`config.mk`:
```
export PLATFORM = sky130hd
export DESIGN_NAME = timer_pwm_8bit_two_channel_core
export DESIGN_NICKNAME = d
export VERILOG_FILES = /design/src/hdl/tpwm_pkg.sv /design/src/hdl/tpwm_counter.sv /design/src/hdl/timer_pwm_8bit_two_channel_core.sv
export SDC_FILE = /design/constraint.sdc
export NUM_CORES = 1
export LEC_CHECK = 0
export ABC_AREA = 1
export BUFFER_PORTS_ARGS = -buffer_cell sky130_fd_sc_hd__buf_2
export CAP_MARGIN = 20
export CELL_PAD_IN_SITES_DETAIL_PLACEMENT = 2
export CELL_PAD_IN_SITES_GLOBAL_PLACEMENT = 2
export CORE_MARGIN = 2
export CORE_UTILIZATION = 30
export CTS_CLUSTER_DIAMETER = 120
export DETAILED_ROUTE_END_ITERATION = 8
export PLACE_DENSITY = 0.9
export SLEW_MARGIN = 20
export SYNTH_ARGS = -nofsm -noshare
export SYNTH_HDL_FRONTEND = slang
export SYNTH_SLANG_ARGS = --single-unit
```
`constraint.sdc`:
```
create_clock -name i_clk -period 5.3 [get_ports i_clk]
set_input_delay 1.06 -clock i_clk [delete_from_list [all_inputs] [get_ports i_clk]]
set_output_delay 1.06 -clock i_clk [all_outputs]
set_load 0.1 [all_outputs]
```
`src/hdl/tpwm_pkg.sv`:
```
// Shared types and constants for the two-channel 8-bit PWM timer.
package tpwm_pkg;

    localparam int unsigned COUNT_W = 8;
    localparam int unsigned DIV_W   = 10;

    localparam logic [COUNT_W-1:0] CNT_MAX = 8'hFF;
    localparam logic [COUNT_W-1:0] CNT_MIN = 8'h00;

    // Item kinds
    localparam logic [1:0] OP_TICK  = 2'h0;
    localparam logic [1:0] OP_WRITE = 2'h1;
    localparam logic [1:0] OP_READ  = 2'h2;

    // Clock select codes
    localparam logic [2:0] CS_STOP    = 3'h0;
    localparam logic [2:0] CS_DIV1    = 3'h1;
    localparam logic [2:0] CS_DIV8    = 3'h2;
    localparam logic [2:0] CS_DIV64   = 3'h3;
    localparam logic [2:0] CS_DIV256  = 3'h4;
    localparam logic [2:0] CS_DIV1024 = 3'h5;

    // Register index, taken from paddr[2]
    localparam logic REG_PWM_MODE = 1'b0;
    localparam logic REG_CLK_SEL  = 1'b1;

    localparam logic MODE_FAST  = 1'b0;
    localparam logic MODE_PHASE = 1'b1;

    typedef struct packed {
        logic [1:0]         mode;
        logic               channel;
        logic [COUNT_W-1:0] write_data;
    } t_in_word;

    typedef struct packed {
        logic               out_a;
        logic               out_b;
        logic [COUNT_W-1:0] count_value;
        logic [COUNT_W-1:0] read_data;
    } t_out_word;

    // What the counter did on this item
    typedef struct packed {
        logic               advance;
        logic               rising;
        logic               load;
        logic [COUNT_W-1:0] count;
    } t_cnt_evt;

endpackage

```
`src/hdl/tpwm_counter.sv`:
```
// Prescaler, 8-bit count and direction of the PWM timer.
module tpwm_counter (
    input  logic              i_clk,
    input  logic              i_rst_n,
    input  logic              i_tick,
    input  logic              i_pwm_mode,
    input  logic [2:0]        i_clock_select,
    output tpwm_pkg::t_cnt_evt o_evt
);
    import tpwm_pkg::*;

    logic [DIV_W-1:0]   r_div;
    logic [DIV_W-1:0]   n_div;
    logic [COUNT_W-1:0] r_count;
    logic [COUNT_W-1:0] n_count;
    logic               r_down;
    logic               n_down;

    logic [DIV_W-1:0]   div_limit;
    logic               running;
    logic               step;
    logic [COUNT_W-1:0] step_count;

    // terminal prescaler value: divide ratio minus one
    always_comb begin
        running   = 1'b1;
        div_limit = '0;
        unique case (i_clock_select)
            CS_DIV1:    div_limit = DIV_W'(0);
            CS_DIV8:    div_limit = DIV_W'(7);
            CS_DIV64:   div_limit = DIV_W'(63);
            CS_DIV256:  div_limit = DIV_W'(255);
            CS_DIV1024: div_limit = DIV_W'(1023);
            default:    running   = 1'b0;   // stopped, and the unused codes
        endcase
    end

    always_comb begin
        n_div      = r_div;
        n_count    = r_count;
        n_down     = r_down;
        step       = 1'b0;
        step_count = r_count;
        o_evt      = '0;

        if (i_pwm_mode == MODE_PHASE) begin
            if (r_down) begin
                step_count = (r_count == CNT_MIN) ? COUNT_W'(1) : r_count - COUNT_W'(1);
            end else begin
                step_count = (r_count == CNT_MAX) ? CNT_MAX - COUNT_W'(1)
                                                  : r_count + COUNT_W'(1);
            end
        end else begin
            step_count = r_count + COUNT_W'(1);
        end

        if (i_tick && running) begin
            if (r_div >= div_limit) begin
                n_div = '0;
                step  = 1'b1;
            end else begin
                n_div = r_div + DIV_W'(1);
            end
        end

        o_evt.rising = step_count > r_count;
        if (step) begin
            n_count       = step_count;
            o_evt.advance = 1'b1;
            if (i_pwm_mode == MODE_PHASE) begin
                o_evt.load = (step_count == CNT_MAX);
                priority if (step_count == CNT_MAX) begin
                    n_down = 1'b1;
                end else if (step_count == CNT_MIN) begin
                    n_down = 1'b0;
                end else begin
                    n_down = !o_evt.rising;
                end
            end else begin
                o_evt.load = (step_count == CNT_MIN);
                n_down     = 1'b0;
            end
        end
        o_evt.count = n_count;
    end

    always_ff @(posedge i_clk) begin
        if (!i_rst_n) begin
            r_div   <= '0;
            r_count <= '0;
            r_down  <= 1'b0;
        end else begin
            r_div   <= n_div;
            r_count <= n_count;
            r_down  <= n_down;
        end
    end

endmodule

```
`src/hdl/timer_pwm_8bit_two_channel_core.sv`:
```
// Top level of the two-channel 8-bit PWM timer with compare buffering.
//
// Usage
//   Input words arrive on i_in_valid / i_in_word, held off by o_in_stall.
//   Each word is a clock tick, a compare write or a compare read for
//   channel A or B. Every accepted word yields exactly one result word on
//   o_out_valid / o_out_word: both pin levels, the count after the word,
//   and the buffered compare value on a read (zero otherwise).
//   The result is in the output register the cycle after acceptance.
//   Throughput is one word per cycle while the output is not stalled;
//   the update is one pass through the prescaler compare and count step.
//   When i_out_stall is high with a result waiting, o_in_stall rises and
//   the result holds until taken; a taken result frees the slot in the
//   same cycle, so back-to-back flow continues.
//   Reset (synchronous, active low) clears count, prescaler, direction,
//   compare buffers, active compares, pins and both registers; the output
//   register comes up empty.
//   APB registers: 0x0 pwm_mode (bit 0), 0x4 clock_select (bits 2:0).
//   Write them only while the timer is idle. pready is tied high.
module timer_pwm_8bit_two_channel_core (
    input  logic                 i_clk,
    input  logic                 i_rst_n,
    // input words
    input  logic                 i_in_valid,
    output logic                 o_in_stall,
    input  tpwm_pkg::t_in_word   i_in_word,
    // result words
    output logic                 o_out_valid,
    input  logic                 i_out_stall,
    output tpwm_pkg::t_out_word  o_out_word,
    // register port
    input  logic                 psel,
    input  logic                 penable,
    input  logic                 pwrite,
    input  logic [2:0]           paddr,
    input  logic [31:0]          pwdata,
    output logic [31:0]          prdata,
    output logic                 pready
);
    import tpwm_pkg::*;

    logic               r_pwm_mode;
    logic [2:0]         r_clk_sel;
    logic [COUNT_W-1:0] r_buf [2];
    logic [COUNT_W-1:0] n_buf [2];
    logic [COUNT_W-1:0] r_act [2];
    logic [COUNT_W-1:0] n_act [2];
    logic [1:0]         r_pin;
    logic [1:0]         n_pin;
    logic               r_out_valid;
    t_out_word          r_out_word;
    t_out_word          n_out_word;

    logic               in_take;
    logic               tick;
    logic               cfg_wr;
    t_cnt_evt           evt;

    assign pready      = 1'b1;
    assign o_in_stall  = r_out_valid & i_out_stall;
    assign in_take     = i_in_valid & ~o_in_stall;
    assign tick        = in_take && (i_in_word.mode == OP_TICK);
    assign cfg_wr      = psel & penable & pwrite & pready;
    assign o_out_valid = r_out_valid;
    assign o_out_word  = r_out_word;

    // register readback
    always_comb begin
        unique case (paddr[2])
            REG_PWM_MODE: prdata = {31'b0, r_pwm_mode};
            REG_CLK_SEL:  prdata = {29'b0, r_clk_sel};
            default:      prdata = '0;
        endcase
    end

    always_ff @(posedge i_clk) begin
        if (!i_rst_n) begin
            r_pwm_mode <= MODE_FAST;
            r_clk_sel  <= CS_STOP;
        end else if (cfg_wr) begin
            if (paddr[2] == REG_PWM_MODE) begin
                r_pwm_mode <= pwdata[0];
            end else begin
                r_clk_sel <= pwdata[2:0];
            end
        end
    end

    tpwm_counter u_counter (
        .i_clk          (i_clk),
        .i_rst_n        (i_rst_n),
        .i_tick         (tick),
        .i_pwm_mode     (r_pwm_mode),
        .i_clock_select (r_clk_sel),
        .o_evt          (evt)
    );

    // compare buffers, active compares and pin levels
    always_comb begin
        n_buf = r_buf;
        n_act = r_act;
        n_pin = r_pin;

        if (in_take && (i_in_word.mode == OP_WRITE)) begin
            n_buf[i_in_word.channel] = i_in_word.write_data;
        end

        if (evt.load) begin
            n_act = r_buf;
        end

        if (evt.advance) begin
            for (int ch = 0; ch < 2; ch++) begin
                if (r_pwm_mode == MODE_FAST) begin
                    n_pin[ch] = (evt.count <= n_act[ch]);
                end else begin
                    // phase-correct: bottom and top compares pin the level,
                    // otherwise the level only moves on a match
                    if (n_act[ch] == CNT_MIN) begin
                        n_pin[ch] = 1'b0;
                    end else if (n_act[ch] == CNT_MAX) begin
                        n_pin[ch] = 1'b1;
                    end else if (evt.count == n_act[ch]) begin
                        n_pin[ch] = !evt.rising;
                    end
                end
            end
        end

        n_out_word.out_a       = n_pin[0];
        n_out_word.out_b       = n_pin[1];
        n_out_word.count_value = evt.count;
        n_out_word.read_data   = (i_in_word.mode == OP_READ) ? r_buf[i_in_word.channel]
                                                              : '0;
    end

    always_ff @(posedge i_clk) begin
        if (!i_rst_n) begin
            r_buf       <= '{default: '0};
            r_act       <= '{default: '0};
            r_pin       <= '0;
            r_out_valid <= 1'b0;
        end else begin
            r_buf <= n_buf;
            r_act <= n_act;
            r_pin <= n_pin;
            if (in_take) begin
                r_out_valid <= 1'b1;
            end else if (!i_out_stall) begin
                r_out_valid <= 1'b0;
            end
        end
    end

    // result payload, loaded with each accepted word
    always_ff @(posedge i_clk) begin
        if (in_take) begin
            r_out_word <= n_out_word;
        end
    end

endmodule

```
==> summary.txt <==
Route
  – Vias/cell: a little under 5
  – Wire length per cell: between 15 and 20 um
  – Post-route ant nets: 0
  – Drt pass-1 iters: 4
  – DRT iter0 DRCs: ~150
  – Drt drc: 0
  – Post-Route WL: approximately 16000 um
  – Vias: 4534

Critical path
  – Crit-path max FO: 25
  – Slowest CP cell: o21ai_0
  – Critical path startpoint category: register
  – Bufs and invs on worst path: 2
  – WP data required: 5.41 ns
  – Slowest stage delay, CP: roughly 0.60 ns
  – WS Path Type: register to register
  – Crit path top cell by count: nand2_1
  – Critical Path Sink Type: register
  – CP arrival: 4.74 ns
  – FF-to-FF path depth: 25
  – Critical path depth in cells: 25
  – Worst path top cell family by delay: simple AND/OR/NAND/NOR gates

Pwr
  – Leak: ~0.0026 uW
  – Power, Total: roughly 1500 uW
  – VDD IR max: about 140 uV
  – PD cells: 274.5 nW/um2

CTS
  – Clock Tree Buf Depth: 2
  – CTS buffer count: 9
  – Setup repair bufs after CTS: 0
  – Skew-Pair Late Insertion Delay: 0.36 ns
  – CTS Hold Bufs: 0
  – Clock slew seen by the registers of the worst setup and hold paths: ~0.070 ns
  – Clk sinks: 76
  – Root Buffer: clkbuf_16
  – # resized after CTS: 0
  – H-tree Lvls: 3
  – TritonCTS clock tree: done

Timing
  – Slew HR: 35.20%
  – Count of final max-slew check failures: 0
  – Final Hold Fails: 0
  – Achievable Freq: between 200 and 250 MHz
  – Final setup viols: 0
  – RSZ-0062 raised after global routing: no
  – Setup TNS: 0 ns
  – Post-route minimum period: 4.626 ns
  – Measured slew at the worst slew-check pin: around 0.97 ns
  – Final worst-path cycle share: around 87%
  – Worst Skew: roughly 0.013 ns

Placed design
  – Post-DP Area: between 5000 and 6000 um2
  – RD Place Congestion: 0.7893
  – Port bufs: 44
  – Placed cells: 921
  – DP Wirelength: 12270 um

Synthesis
  – Synthesized area per cell: a little over 7 um2
  – Synth Warn #: 0
  – Yosys reg bits: between 70 and 80
  – Seq/Total Area, Yosys: between 30% and 40%
  – Yosys top cell by area: dfxtp_1
  – Yosys top cell area share: about a quarter
  – Cells after Synth: 678
  – Post-synth cell types: between 40 and 50
  – Top cells by area, synth: dfxtp_1 24%, edfxtp_1 11%, nand2_1 10%
  – Syn Std Cell Area: approximately 4800 um2

Min path
  – WHS Path Cells: 2
  – HP Class: register to register

Floorplan
  – Die area: 17080 um2
  – Initial core utilization: a little under a third
  – Die H: 130.7 um
  – Rows: 46
  – CORE AREA: roughly 16000 um2
  – Die Wd: approximately 130 um
  – # IOs: between 100 and 150

Final layout
  – Synth-to-Final Area Change: 12.50%
  – Ant diodes: 0
  – Most frequent cells in the layout: 130 x nand2_1, 106 x nor2_1, 90 x inv_1
  – Final Cell Area: roughly 5400 um2
  – Most common cell after layout, fill and taps aside: nand2_1
  – Layout Cells excl Fill: 937
  – Share of layout cells above drive strength 1: between 10% and 20%
  – Layout Nets: around 800

Status
  – Status: complete, no violations

GRT
  – GRT Util Overall: just under 20%
  – Largest net degree at the start of global routing: 30
  – Overflow after GRT: 0
  – Global-route wire length before repair: between 20000 and 30000 um
  – Vias in the first global route: around 5000
  – Antenna violations before repair: 0

Job
  – Max Cap Viol: 0
==> cells in the mapped netlist (all sizes together) <==
cell / number
nand3b: 1
a221oi: 1
a21oi: 30
inv: 94
xor2: 9
and3: 1
clkinv: 1
o221ai: 1
nand2b: 1
edfxtp: 18
nor2: 111
buf: 37
o21ai: 48
nand2: 136
dfxtp: 58
nor3b: 1
o211ai: 2
xnor2: 1
conb: 2
nor3: 5
nand4: 16
a211oi: 9
a21boi: 1
o311a: 1
o21bai: 3
ha: 34
a31oi: 1
o21a: 1
a41oi: 1
nand3: 42
clkbuf: 11
==> area by class of cell <==
type | count | area [um2]
Clock inverter | 7 | 76.32
Inverter | 95 | 356.6
Multi-Input combinational cell | 487 | 2545
Fill cell | 1919 | 10350
Sequential cell | 76 | 1702
Clock buffer | 9 | 225.2
Timing Repair Buffer | 47 | 242.7
Tap cell | 216 | 270.3
==> metrics by stage <==
step / worst slack (ns) / util (%) / hold WS, ns
6_report: 0.6744 / 34.35 / 0.4930
3_3_place_gp: 0.7169 / 32.44 / 0.4719
3_5_place_dp: 0.5087 / 32.44 / 0.4805
5_1_grt: 0.2316 / 34.35 / 0.5339
2_1_floorplan: 0.1025 / - / 0.4394
4_1_cts: 0.6851 / 34.35 / 0.4949
==> flip-flops by register name, indices dropped and copies added (netlist names) <==
signal             count
u_counter.r_count      8
o_out_valid            1
o_out_word            18
r_clk_sel              3
u_counter.r_div       10
r_pin                  2
r_act                 16
u_counter.r_down       1
r_buf                 16
r_pwm_mode             1
==> report_power, final <==
part           internal, uW  switching [uW]
sequential              606            8.49
clock                   336             292
combinational          30.9             213
total                   973             514
==> worst paths after layout <==
check,end,slack (ns),from
worst max-delay path,o_out_word[17],0.67,u_counter.r_count[0]
worst min-delay path,o_out_valid,0.49,o_out_valid
worst max register to register,o_out_word[17],0.67,u_counter.r_count[0]
worst min register to register,o_out_valid,0.49,o_out_valid
==> cells by family (layout without fill, tap and decap cells) <==
logic type / Yosys count / count (layout) / synth area share [%]
compound gates: 99 / 99 / 11.82
xor+xnor: 10 / 10 / 1.819
fa+ha+maj: 34 / 34 / 8.834
buf+inv: 143 / 158 / 14.06
flops: 76 / 76 / 35.33
other cells: 2 / 30 / 0.1559
simple gates: 314 / 314 / 27.98
==> metal layers <==
metal | GRT usage [%] | routed length (um) | vias to the layer above
li1 | - | - | 2210
met1 | 22.21 | 6644 | 2225
met2 | 36.12 | 8159 | 77
met3 | 3.705 | 485 | 22
met4 | 6.446 | 338 | 0
met5 | 0 | 0 | -
==> worst reg2reg max path: cells and delay by family (launching register included) <==
| kind | cells | cell delay, ns |
|---|---|---|
| AO/OA/AOI/OAI | 2 | 0.74 |
| flip-flops | 1 | 0.55 |
| AND/OR/NAND/NOR | 19 | 2.45 |
| adder cells (fa/ha/maj) | 2 | 0.51 |
| buffers and inverters | 2 | 0.13 |
(Power assumes the default switching activity.)
